### src/rtl/pchl_pkg.sv
// Shared types and codes for the palette color hash lookup.
// Used by pchl_ctrl, pchl_dp and the top level; no dependencies.
`default_nettype none

package pchl_pkg;

   // req_tuser: operation kind
   localparam logic CMD_LOAD   = 1'b0;
   localparam logic CMD_LOOKUP = 1'b1;

   // rsp_tuser: result status
   localparam logic [1:0] STATUS_OK         = 2'd0;
   localparam logic [1:0] STATUS_NOT_FOUND  = 2'd1;
   localparam logic [1:0] STATUS_NOT_LOADED = 2'd2;

   // response selection from controller to datapath
   localparam logic [1:0] RSP_LOAD       = 2'd0;
   localparam logic [1:0] RSP_FOUND      = 2'd1;
   localparam logic [1:0] RSP_MISS       = 2'd2;
   localparam logic [1:0] RSP_NOT_LOADED = 2'd3;

   typedef struct packed {
      logic       accept;       // latch request fields, form channel sum
      logic       hash_mult;    // reciprocal multiply stage
      logic       hash_reduce;  // remainder stage, writes hash register
      logic       clr_start;    // new palette: reset sweep counter, drop complete
      logic       clr_step;     // clear one bucket word
      logic       bkt_rd;       // read bucket word at hash
      logic       ld_write;     // write entry, end link and bucket word
      logic       link_write;   // link old tail to the new entry
      logic       walk_start;   // read entry at bucket head
      logic       walk_next;    // read entry at current link
      logic       rsp_load;     // fill response register
      logic [1:0] rsp_code;
   } pchl_cmd_type;

   typedef struct packed {
      logic is_lookup;
      logic complete;
      logic clear_last;
      logic used;
      logic match;
      logic next_end;
      logic rsp_busy;
   } pchl_sts_type;

endpackage

`default_nettype wire

### src/rtl/pchl_ctrl.sv
// Sequencer for the palette color hash lookup: clear sweep, hash, load and chain walk.
// Depends on pchl_pkg; drives pchl_dp through pchl_cmd_type.
`default_nettype none

module pchl_ctrl (
   input  wire logic                  clock,
   input  wire logic                  reset,
   input  wire logic                  req_tvalid,
   output logic                       req_tready,
   input  wire pchl_pkg::pchl_sts_type sts,
   output pchl_pkg::pchl_cmd_type      cmd
);
   import pchl_pkg::*;

   localparam logic [3:0] ST_CLEAR   = 4'd0;
   localparam logic [3:0] ST_IDLE    = 4'd1;
   localparam logic [3:0] ST_HASH    = 4'd2;
   localparam logic [3:0] ST_REDUCE  = 4'd3;
   localparam logic [3:0] ST_NEWPAL  = 4'd4;
   localparam logic [3:0] ST_LD_RD   = 4'd5;
   localparam logic [3:0] ST_LD_WR   = 4'd6;
   localparam logic [3:0] ST_LD_LINK = 4'd7;
   localparam logic [3:0] ST_LK_RD   = 4'd8;
   localparam logic [3:0] ST_LK_HEAD = 4'd9;
   localparam logic [3:0] ST_LK_WALK = 4'd10;
   localparam logic [3:0] ST_RESP    = 4'd11;

   logic [3:0] state_ff, state_in;
   logic [1:0] code_ff, code_in;

   assign req_tready = (state_ff == ST_IDLE);

   always_comb begin
      state_in = state_ff;
      code_in  = code_ff;
      cmd      = '0;
      cmd.rsp_code = code_ff;
      case (state_ff)
         ST_CLEAR: begin
            cmd.clr_step = 1'b1;
            if (sts.clear_last) begin
               state_in = ST_IDLE;
            end
         end
         ST_IDLE: begin
            if (req_tvalid) begin
               cmd.accept = 1'b1;
               state_in   = ST_HASH;
            end
         end
         ST_HASH: begin
            cmd.hash_mult = 1'b1;
            state_in      = ST_REDUCE;
         end
         ST_REDUCE: begin
            cmd.hash_reduce = 1'b1;
            if (!sts.is_lookup) begin
               if (sts.complete) begin
                  cmd.clr_start = 1'b1;
                  state_in      = ST_NEWPAL;
               end else begin
                  state_in = ST_LD_RD;
               end
            end else if (sts.complete) begin
               state_in = ST_LK_RD;
            end else begin
               code_in  = RSP_NOT_LOADED;
               state_in = ST_RESP;
            end
         end
         ST_NEWPAL: begin
            cmd.clr_step = 1'b1;
            if (sts.clear_last) begin
               state_in = ST_LD_RD;
            end
         end
         ST_LD_RD: begin
            cmd.bkt_rd = 1'b1;
            state_in   = ST_LD_WR;
         end
         ST_LD_WR: begin
            cmd.ld_write = 1'b1;
            code_in      = RSP_LOAD;
            state_in     = sts.used ? ST_LD_LINK : ST_RESP;
         end
         ST_LD_LINK: begin
            cmd.link_write = 1'b1;
            state_in       = ST_RESP;
         end
         ST_LK_RD: begin
            cmd.bkt_rd = 1'b1;
            state_in   = ST_LK_HEAD;
         end
         ST_LK_HEAD: begin
            if (sts.used) begin
               cmd.walk_start = 1'b1;
               state_in       = ST_LK_WALK;
            end else begin
               code_in  = RSP_MISS;
               state_in = ST_RESP;
            end
         end
         ST_LK_WALK: begin
            if (sts.match) begin
               code_in  = RSP_FOUND;
               state_in = ST_RESP;
            end else if (sts.next_end) begin
               code_in  = RSP_MISS;
               state_in = ST_RESP;
            end else begin
               cmd.walk_next = 1'b1;
            end
         end
         ST_RESP: begin
            if (!sts.rsp_busy) begin
               cmd.rsp_load = 1'b1;
               state_in     = ST_IDLE;
            end
         end
         default: begin
            state_in = ST_IDLE;
         end
      endcase
   end

   always_ff @(posedge clock) begin
      if (reset) begin
         state_ff <= ST_CLEAR;
         code_ff  <= RSP_MISS;
      end else begin
         state_ff <= state_in;
         code_ff  <= code_in;
      end
   end

`ifndef SYNTHESIS
   a_rsp_not_over: assert property (@(posedge clock) disable iff (reset)
      cmd.rsp_load |-> !sts.rsp_busy)
      else $error("response loaded over an untaken result");

   a_walk_data_ready: assert property (@(posedge clock) disable iff (reset)
      (state_ff == ST_LK_WALK) |-> $past(cmd.walk_start || cmd.walk_next))
      else $error("chain compare without a preceding entry read");

   a_walk_stops_on_hit: assert property (@(posedge clock) disable iff (reset)
      cmd.walk_next |-> !sts.match && !sts.next_end)
      else $error("walk advanced past a hit or chain end");

   a_resp_to_idle: assert property (@(posedge clock) disable iff (reset)
      cmd.rsp_load |=> (state_ff == ST_IDLE))
      else $error("sequencer did not return to idle after a response");
`endif

endmodule

`default_nettype wire

### config.mk
export PLATFORM = sky130hd
export DESIGN_NAME = pchl_ctrl
export DESIGN_NICKNAME = d
export VERILOG_FILES = /design/src/rtl/pchl_pkg.sv /design/src/rtl/pchl_ctrl.sv
export SDC_FILE = /design/constraint.sdc
export NUM_CORES = 1
export LEC_CHECK = 0
export ABC_AREA = 1
export BUFFER_PORTS_ARGS = -buffer_cell sky130_fd_sc_hd__buf_2
export CAP_MARGIN = 40
export CORE_MARGIN = 8
export CORE_UTILIZATION = 25
export DETAILED_ROUTE_END_ITERATION = 10
export PLACE_DENSITY_LB_ADDON = 0.1
export SLEW_MARGIN = 0
export SYNTH_ARGS = -nofsm -noshare
export SYNTH_HDL_FRONTEND = slang
export SYNTH_SLANG_ARGS = --single-unit
### constraint.sdc
create_clock -name clock -period 1.41 [get_ports clock]
set_input_delay 0.0705 -clock clock [delete_from_list [all_inputs] [get_ports clock]]
set_output_delay 0.0705 -clock clock [all_outputs]
set_load 0.05 [all_outputs]
==> impl_metrics.tcl, run 1 <==
set metrics [dict create \
    status "completed" \
    postCtsHoldBufs 0 \
    hold_ws_ns 0.0546 \
    io_pins 24 \
    yosysUniqueCellTypes 16 \
    worst_slew_pin_slew_ns 0.256 \
    root_buffer "clkbuf_4" \
    htree_levels 1 \
    grt_overflow 0 \
    clk_path_buf_depth 2 \
    required_ns 1.34 \
    antenna_left 0 \
    hold_path.class "in2reg" \
    area_delta_synth_final_pct 49.0 \
    path_max_fanout 5 \
    coreArea_mm2 0.00213 \
    fp.dieH_um 62.7 \
    grt_pass1_vias 700 \
    clk_pin_slew_worst_paths_ns 0.05 \
    drtIter0Drc 28 \
    critical_path.slowest_cell "dfxtp_2" \
    cts_tree "built" \
    grt_max_degree 7 \
    viasPerCell 4.31 \
    cp-end-kind "primary output" \
    setup_viol 0 \
    power_density_mw_per_mm2 820 \
    fin_skew_ns 0.000472 \
    max_stage_delay_ns 0.34 \
    place.gp.congestion 0.880 \
    portBuffers 23 \
    p_leak_nw 0.461 \
    crit_cells 6 \
    ys_warn_count 0 \
    clock_latency_ns 0.24 \
    drcViolationCount 0 \
    cts_buffers 3 \
    post-route-cell-area_um2 811 \
    arrival_ns 1.26 \
    crit_buf_inv 3 \
    rsz0062_at_grt "true" \
    holdPathStages 2 \
    startpoint_type "register" \
    vias 686 \
    ys_seq_elements 6 \
    cap_viol_max_count 0 \
    ir_drop_mv 0.371 \
    synthTopCellsByArea "nand2_1 (23%), dfxtp_1 (22%), nor2_1 (13%)" \
    rows 17 \
    cts_sinks 6 \
    netlist_area_um2 544 \
    die-area_mm2 0.00393 \
    netlist_instances 103 \
    die_w_um 62.7 \
    dpl_cell_area_um2 719 \
    drive_gt1_frac 0.397 \
    r2r_cells 7 \
    final_core_util 0.381 \
    cp_top_family "buffers and inverters" \
    synth_largest_area_cell "nand2_1" \
    cts-resized-gates 6 \
    avgSynthCellArea_um2 5.28 \
    syn_nets 113 \
    nets 143 \
    dp_hpwl_mm 1.50 \
    fmax_mhz 752 \
    grt_use_total 0.0919 \
    hold_viol 0 \
    num_antenna_cells 0 \
    start_util 0.256 \
    drt_pass1_iterations 4 \
    wl_mm 1.77 \
    path_cells "inv_1 -> nand2_2 -> nor2_4 -> nand2_2 -> inv_1 -> buf_6" \
    grt_pass1_wl_mm 3.02 \
    final.min_clock_period_ns 1.33 \
    synth.yosys.seq_area_share 0.221 \
    path_class "reg2out" \
    cts_setup_buffers 0 \
    maxSlewViolCount 0 \
    drt-wirelength-per-cell_um 11.1 \
    antenna_found_initial 0 \
    timing.final.crit_share 0.943 \
    slew_headroom 0.830 \
    synth_top_area_frac 0.234 \
]
## Yosys cell counts
library cell,n
nand2_1,34
nor2_1,19
inv_1,14
nand3_1,9
dfxtp_1,6
a21oi_1,3
inv_2,3
nand2_2,3
nor2_2,3
nand3b_1,2
nor3_1,2
a31oi_1,1
nand3_2,1
nand4_1,1
nor2_4,1
o21ai_0,1
## through the flow
stage / setup TNS [ns] / setup WS (ns) / power [mW] / cells
CTS: -0.0115 / -0.0115 / 0.652 / 159
global route: 0 / 0.000247 / 0.712 / 159
detailed placement: 0 / 0.0823 / 0.487 / 156
global placement: 0 / 0.0478 / 0.493 / 156
floorplan: 0 / 0.0121 / 0.412 / 103
finish: 0 / 0.0808 / 0.665 / 159
## placed cells by master (no fill, tap or decap), types with 3 or more instances in the layout
| master | Yosys | routed |
|---|---|---|
| nor2_2 | 3 | 3 |
| nand3_1 | 9 | 9 |
| clkbuf_4 | 0 | 5 |
| a21oi_1 | 3 | 3 |
| nand2_1 | 34 | 29 |
| nand2_2 | 3 | 8 |
| buf_2 | 0 | 14 |
| dfxtp_1 | 6 | 3 |
| dfxtp_2 | 0 | 3 |
| nor2_4 | 1 | 3 |
| nor2_1 | 19 | 17 |
| inv_2 | 3 | 4 |
| buf_6 | 0 | 4 |
| buf_4 | 0 | 5 |
| inv_1 | 14 | 13 |
## path summary, 6_finish.rpt
path | startpoint | endpoint | slack [ns]
max | state_ff[1] | cmd[4] | 0.08
min | reset | state_ff[0] | 0.05
max reg2reg | state_ff[3] | code_ff[0] | 0.17
min reg2reg | code_ff[1] | code_ff[1] | 0.47
## state kept, by name, indices dropped and copies added, names as in the netlist
| register | count |
|---|---|
| state_ff | 4 |
| code_ff | 2 |
## layout make-up
cell class | instances | area (µm²)
well taps | 28 | 35.0
flip-flops and latches | 6 | 124
fillers | 247 | 1320
multi-input cells | 80 | 398
inverters | 17 | 63.8
clock buffers | 3 | 22.5
repair buffers | 25 | 168
## where the power goes
part           leakage [nW]  internal [mW]  switching, mW  total [mW]
Clock                0.0138         0.0962         0.0607       0.157
Combinational         0.397         0.0902          0.212       0.302
Sequential           0.0500          0.186         0.0205       0.206
Total                 0.461          0.372          0.293       0.665
## cells by family (layout without fill, tap and decap cells)
group / Yosys count / in the layout / synth area share
flip-flops: 6 / 6 / 0.221
AO/OA/AOI/OAI: 5 / 5 / 0.0483
buffers and inverters: 17 / 45 / 0.117
AND/OR/NAND/NOR: 75 / 75 / 0.614
## metal layers
metal	GRT usage	up-vias	part of all wire
li1	-	373	-
met1	0.112	290	0.47
met2	0.146	21	0.46
met3	0.0305	2	0.065
met4	0.0342	0	0.0056
met5	0	-	0
No activity file was read; power rests on OpenSTA's default activity.
==> inputs of run 2 (changes only) <==
SETUP_SLACK_MARGIN = 0.5   (was default)
==> run 2 against run 1 <==
Net effect: sequential power grew 5%; register-to-register slack got worse by 0.02 ns; critical path depth did not move; final cell count increased by 2.5%; flip-flop and latch count stayed put; critical endpoint is now cmd[3]; hold slack lost 0.0060 ns; first-iteration DRC count down 36%; utilization up 11 points; highest routed layer unchanged; die area unchanged; fmax grew 3.9%.
==> impl_metrics.tcl, run 2 (synthesis results as in run 1) <==
set metrics [dict create \
    required_ns 1.34 \
    htree_levels 1 \
    drive_gt1_frac 0.556 \
    final_core_util 0.486 \
    start_util 0.256 \
    cts_sinks 6 \
    final.min_clock_period_ns 1.28 \
    dp_hpwl_mm 1.56 \
    grt_pass1_wl_mm 3.29 \
    slew_headroom 0.863 \
    root_buffer "clkbuf_4" \
    clock_latency_ns 0.24 \
    hold_path.class "in2reg" \
    grt_overflow 0 \
    worst_slew_pin_slew_ns 0.205 \
    vias 741 \
    cts_buffers 3 \
    num_antenna_cells 0 \
    clk_path_buf_depth 2 \
    grt_pass1_vias 764 \
    drcViolationCount 0 \
    antenna_found_initial 0 \
    fmax_mhz 782 \
    max_flop_register "state_ff" \
    layout_common_cells "nand2_1 (22), nor2_1 (12), buf_2 (9)" \
    io_pins 24 \
    setup_viol 0 \
    rows 17 \
    cts_tree "built" \
    die_w_um 62.7 \
    p_leak_nw 0.521 \
    p_sw_frac 0.443 \
    post-route-cell-area_mm2 0.00103 \
    maxSlewViolCount 0 \
    drtIter0Drc 18 \
    ir_drop_mv 0.398 \
    dpl_cell_area_um2 787 \
    grt_use_total 0.100 \
    portBuffers 23 \
    path_max_fanout 6 \
    p_int_mw 0.413 \
    cap_viol_max_count 0 \
    fin_skew_ns 0.00447 \
    area_delta_synth_final_pct 90.1 \
    clk_pin_slew_worst_paths_ns 0.05 \
    power_density_mw_per_mm2 718 \
    grt_max_degree 7 \
    die-area_mm2 0.00393 \
    tns_ns 0 \
    arrival_ns 1.21 \
    reg_top3 "state_ff: 4 flops, code_ff: 2 flops" \
    timing.final.crit_share 0.907 \
    power.switching_mw 0.329 \
    power_frac_comb 0.479 \
    rsz0062_at_grt "true" \
    startpoint_type "register" \
    wl_mm 2.00 \
    nets 146 \
    postCtsHoldBufs 0 \
    hold_viol 0 \
    p_total_mw 0.743 \
    cp-end-kind "primary output" \
    fp.dieH_um 62.7 \
    drt-wirelength-per-cell_um 12.3 \
    place.gp.congestion 0.927 \
    seqPwrFrac 0.292 \
    viasPerCell 4.55 \
    status "completed" \
    largest_reg_flops 4 \
    layout_commonest_cell "nand2_1" \
    antenna_left 0 \
    path_class "reg2out" \
    drt_pass1_iterations 4 \
    coreArea_mm2 0.00213 \
    clock_power_share 0.229 \
]
==> run 2: final cells by class <==
type	instances	area, µm²
Fill cell	223	1090
Multi-Input combinational cell	80	493
Timing Repair Buffer	28	251
Sequential cell	6	135
Inverter	17	93.8
Tap cell	28	35.0
Clock buffer	4	26.3
==> run 2: worst max-delay path: stages, from the launching register on <==
cell and delay, ns:
dfxtp_4 0.38, inv_4 0.07, nand2_2 0.06, nor2_4 0.14, nand2_4 0.08, clkinvlp_4 0.09
buf_8 0.14
==> run 2: per-layer routing <==
layer | track usage | share of wire | vias up | wire length (µm)
met2 | 0.167 | 0.50 | 22 | 990
met5 | 0 | 0 | - | 0
met1 | 0.118 | 0.44 | 333 | 871
li1 | - | - | 384 | -
met3 | 0.0269 | 0.057 | 2 | 114
met4 | 0.0427 | 0.011 | 0 | 22
==> run 2: path summary, 6_finish.rpt <==
path               startpoint  slack [ns]           to  depth (start not counted)
hold / removal          reset        0.05  state_ff[1]                          2
setup reg to reg  state_ff[2]        0.15   code_ff[0]                          8
setup / recovery  state_ff[0]        0.13       cmd[3]                          6
hold reg to reg    code_ff[1]        0.46   code_ff[1]                          2
==> run 2: metrics by stage <==
stage	hold WS (ns)	worst slack (ns)	cells
finish	0.0486	0.131	163
global route	0.0571	0.0573	163
CTS	0.0504	0.126	163
detailed placement	0.315	0.0768	155
global placement	0.305	0.0667	155
floorplan	0.130	0.140	103
==> run 2: power groups by stage <==
stage | clock network (mW) | logic, mW | registers, mW
2_1_floorplan | 0 | 0.219 | 0.211
3_3_place_gp | 0 | 0.297 | 0.211
3_5_place_dp | 0 | 0.293 | 0.209
4_1_cts | 0.177 | 0.348 | 0.213
5_1_grt | 0.192 | 0.386 | 0.220
6_report | 0.170 | 0.356 | 0.217
==> run 2: repair_timing <==
item | 4_1_cts | 5_1_grt
endpoints found under the setup margin | 18 | 20
setup buffers | 4 | 0
pin swaps | 5 | 3
endpoints found under the hold margin | 0 | 0
gates resized for setup | 51 | 7
